===== config.mk =====
export PLATFORM = sky130hd
export DESIGN_NAME = tpc_isqrt
export DESIGN_NICKNAME = d
export VERILOG_FILES = /design/src/hdl/torus_point_classify_project_macros.svh /design/src/hdl/tpc_isqrt.sv
export SDC_FILE = /design/constraint.sdc
export NUM_CORES = 2
export LEC_CHECK = 0
export BUFFER_PORTS_ARGS = -buffer_cell sky130_fd_sc_hd__buf_2
export CAP_MARGIN = 20
export CORE_UTILIZATION = 50
export CTS_BUF_LIST = sky130_fd_sc_hd__clkbuf_4 sky130_fd_sc_hd__clkbuf_8 sky130_fd_sc_hd__clkbuf_16
export CTS_CLUSTER_DIAMETER = 30
export DETAILED_ROUTE_END_ITERATION = 12
export PLACE_DENSITY = 0.75
export SLEW_MARGIN = 20
export SYNTH_ARGS = -nofsm -noshare
export SYNTH_HDL_FRONTEND = slang
export SYNTH_SLANG_ARGS = --single-unit

===== constraint.sdc =====
create_clock -name i_clk -period 4.6 [get_ports i_clk]
set_clock_uncertainty 0.2 [all_clocks]
set_input_delay 0.92 -clock i_clk [delete_from_list [all_inputs] [get_ports i_clk]]
set_output_delay 0.92 -clock i_clk [all_outputs]
set_load 0.01 [all_outputs]

===== src/hdl/torus_point_classify_project_macros.svh =====
// Assertion macros shared by the torus point classifier RTL.
`ifndef TORUS_POINT_CLASSIFY_PROJECT_MACROS_SVH
`define TORUS_POINT_CLASSIFY_PROJECT_MACROS_SVH

// same-cycle implication, off while reset is low
`define TPC_ASSERT_IMPL(label, clk, rst_n, ante, cons, msg) \
    label: assert property (@(posedge clk) disable iff (!rst_n) (ante) |-> (cons)) \
        else $error(msg);

// next-cycle implication, off while reset is low
`define TPC_ASSERT_NEXT(label, clk, rst_n, ante, cons, msg) \
    label: assert property (@(posedge clk) disable iff (!rst_n) (ante) |=> (cons)) \
        else $error(msg);

`endif


===== src/hdl/tpc_isqrt.sv =====
// Pipelined integer square root, one result bit per stage.
`timescale 1ns / 1ps
`default_nettype none

module tpc_isqrt #(
    parameter int IN_W = 64
) (
    input  wire logic              i_clk,
    input  wire logic              i_en,
    input  wire logic [IN_W-1:0]   i_radicand,
    output logic      [IN_W/2-1:0] o_root
);

    localparam int RootW = IN_W / 2;

    logic [IN_W-1:0]  r_rem  [RootW];
    logic [RootW-1:0] r_root [RootW];
    logic [IN_W-1:0]  n_rem  [RootW];
    logic [RootW-1:0] n_root [RootW];
    logic [IN_W-1:0]  rem_in [RootW];
    logic [IN_W-1:0]  trial  [RootW];
    logic [RootW-1:0] root_in[RootW];

    always_comb begin
        for (int k = 0; k < RootW; k++) begin
            if (k == 0) begin
                rem_in[k]  = i_radicand;
                root_in[k] = '0;
            end else begin
                rem_in[k]  = r_rem[k-1];
                root_in[k] = r_root[k-1];
            end
            trial[k] = (IN_W'(root_in[k]) << (RootW - k)) | (IN_W'(1) << (2 * (RootW - 1 - k)));
            if (rem_in[k] >= trial[k]) begin
                n_rem[k]  = rem_in[k] - trial[k];
                n_root[k] = root_in[k] | (RootW'(1) << (RootW - 1 - k));
            end else begin
                n_rem[k]  = rem_in[k];
                n_root[k] = root_in[k];
            end
        end
    end

    always_ff @(posedge i_clk) begin
        if (i_en) begin
            for (int k = 0; k < RootW; k++) begin
                r_rem[k]  <= n_rem[k];
                r_root[k] <= n_root[k];
            end
        end
    end

    assign o_root = r_root[RootW-1];

endmodule

`default_nettype wire


==> reports/results.ini <==
[drt]
wl_um = 318000
drtPass1Iterations = 12
first_iter_violations = 6327
drt-vias-per-instance = 5.84
ant_nets = 0
drc_errors = 10
routedWlPerCell_um = 23.2
vias = 80100

[setup_path]
worst_path_max_delay_cell = edfxtp_1
crit_top_cell = nand3_1
startpoint_type = flop
path_cells = inv_1 -> ha_1 -> nand2_1 -> nor3_1 -> nand3_1 -> nor3b_2 -> a221oi_2 -> and4_1 -> or3_1 -> nor2_1 -> nand3_1 -> xnor2_1
path_delay_family = simple AND/OR/NAND/NOR gates
cp_num_buf_inv = 1
critPathArrivalTime_ns = 4.86
crit_path_max_incr_delay_ns = 0.49
critPathRequiredTime_ns = 5.06
cp_num_cells = 12
endpoint_kind = flop
worst-path-max-fanout = 9
crit_type = reg -> reg
rr_worst_depth = 12

[logic_synthesis]
synthCells = 9597
synth_top_cells_by_count = 2512 x edfxtp_1, 704 x inv_1, 664 x nor2_1, 638 x nand2_1, 598 x a21oi_1
synth.most_common_cell = edfxtp_1
yosys-top-cells-area = edfxtp_1 63%, ha_1 5.8%, xnor2_1 3.8%, xor2_1 2.7%, a21oi_1 2.5%
synth_top_area_cell = edfxtp_1
synth_edf_count = 2512
avgSynthCellArea_um2 = 12.5
postSynth.asyncResetShare = 0
synthDistinctLibCells = 87
yosysWarnings = 0
synthFlopType = edfxtp_1
syn_nets = 10200
synth_top_area_share = 0.628
ys_seq_area_frac = 0.628
ys_ff_latch = 2512
syn-cell-area_mm2 = 0.120

[grt]
grt_pass1_vias = 80800
overflow = 0
grt_max_degree = 176
grt_pass1_wl_um = 477000
grt_usage = 0.258
antenna_found_initial = 6

[clock_network]
clk_transition_reported_paths_ns = 0.06
tritoncts = built
cts_max_path_buffers = 4
numClockSinks = 2512
clkLatencyLatePin_ns = 0.99
cts_made_buffers = 458
htree_levels = 5
clockRootBuffer = clkbuf_16

[place]
hpwl_um = 231000
portBuffers = 97
gp_congestion = 1.00
dp_cells = 12800

[outcome]
violations = design-rule violations
status = finished with violations

[floorplan]
io_pins = 98
die_w_um = 492
core_mm2 = 0.239
die_height_um = 492
start_util = 0.504
row_count = 179
die_area_mm2 = 0.242

[timing]
rsz0062_at_grt = no
hold_slack_ns = 0.137
hold_violations = 0
fmax_mhz = 228
slew-limit-headroom = 0.241
drv_slew = 0
period_share = 0.955
report.final.setup_viol = 0
finalCriticalPeriod_ns = 4.39
worst_slew_pin_slew_ns = 1.13

[finish]
nets = 10800
syn2layout_area_growth_pct = 17.9
drive_above_1_share = 0.117
final_cell_count_no_fill = 13700

[flow_run]
maxCapViolCount = 0

[power]
peakVddDrop_mv = 0.418
p_leak_nw = 54.0
powerDensity_mw_per_mm2 = 566

[hold_path]
holdPathStages = 3
min_path_type = in -> reg

==> cells by family (layout without fill, tap and decap cells) <==
group                    count (synthesis)  count (layout)  synth area share
AND/OR/NAND/NOR                       2852            2852             0.121
flip-flops                            2512            2512             0.628
AO/OA/AOI/OAI                         1788            1788            0.0917
buffers and inverters                  903            1864            0.0283
XOR/XNOR                               890             890            0.0649
adder cells (fa/ha/maj)                558             558            0.0581
multiplexers                            94              94           0.00872
other                                    0               5                 0
==> cell type report <==
cell class              instances  area, um^2
diodes                          5        12.5
clock inverters               350        3890
well taps                    3167        3960
repair buffers                314        2500
clock buffers                 494       11800
multi-input cells            6182       41500
flip-flops and latches       2512       75400
inverters                     706        2650
fillers                     18100       96800
==> final timing paths <==
path	startpoint	to	slack, ns
worst max-delay path	r_root[1][343]	r_rem[1][761]	0.21
worst min-delay path	i_radicand[62]	r_rem[0][62]	0.14
worst max register to register	r_root[1][343]	r_rem[1][761]	0.21
worst min register to register	r_root[0][467]	r_root[0][499]	0.19
==> flip-flops by register name, summed over array words and instances (netlist names) <==
signal / flops
r_root: 528
r_rem: 1984
==> power breakdown <==
group	leakage (nW)	total [W]	internal (W)	switching, W
registers	24.2	0.0318	0.0291	0.00261
logic	22.2	0.0147	0.00588	0.00880
clock network	7.56	0.0338	0.0217	0.0120
total	54.0	0.0802	0.0568	0.0235
==> routing by layer <==
| metal | global-route usage | part of all wire | up-vias | wire length (um) |
|---|---|---|---|---|
| li1 | - | - | 37200 | - |
| met1 | 0.260 | 0.34 | 38800 | 109000 |
| met2 | 0.472 | 0.52 | 3135 | 165000 |
| met3 | 0.0415 | 0.051 | 1061 | 16300 |
| met4 | 0.208 | 0.089 | 4 | 28300 |
| met5 | 0 | 0.000072 | - | 23 |
==> worst min-delay path: cells and delay by family <==
kind	cells	cell delay, ns
buf+inv	2	0.18
xor+xnor	1	0.15
==> cells in the final DEF, fill, tap and decap left out, drive strengths merged, types with 78 or more instances in the layout <==
cell type	n
or3	78
buf	251
xor2	373
nor3	241
o21a	84
edfxtp	2512
nand4	158
nor2	666
inv	792
xnor2	517
clkinv	144
clkbuf	494
o21ai	445
nand2	638
nand2b	122
a21oi	599
a21o	239
mux2	86
nor4	329
ha	558
nand3	194
==> per-stage QoR <==
stage               TNS, ns  instance area, um^2  power, W  setup WS [ns]   util
finish                    0               142000    0.0802          0.206  0.594
global route              0               142000    0.0832         0.0195  0.594
CTS                       0               142000    0.0802          0.146  0.594
detailed placement   -0.686               125000    0.0463         -0.108  0.526
global placement     -0.775               125000    0.0460        -0.0940  0.526
floorplan                 0               120000    0.0409          0.858      -
==> repair_timing <==
| action | CTS | global route |
|---|---|---|
| hold endpoints to repair | 63 | 0 |
| resized for setup | 2 | 7 |
| hold buffers | 63 | 0 |
| endpoints found under the setup margin | 18 | 32 |
| buffers inserted | 0 | 1 |
No activity file was read; power rests on OpenSTA's default activity.
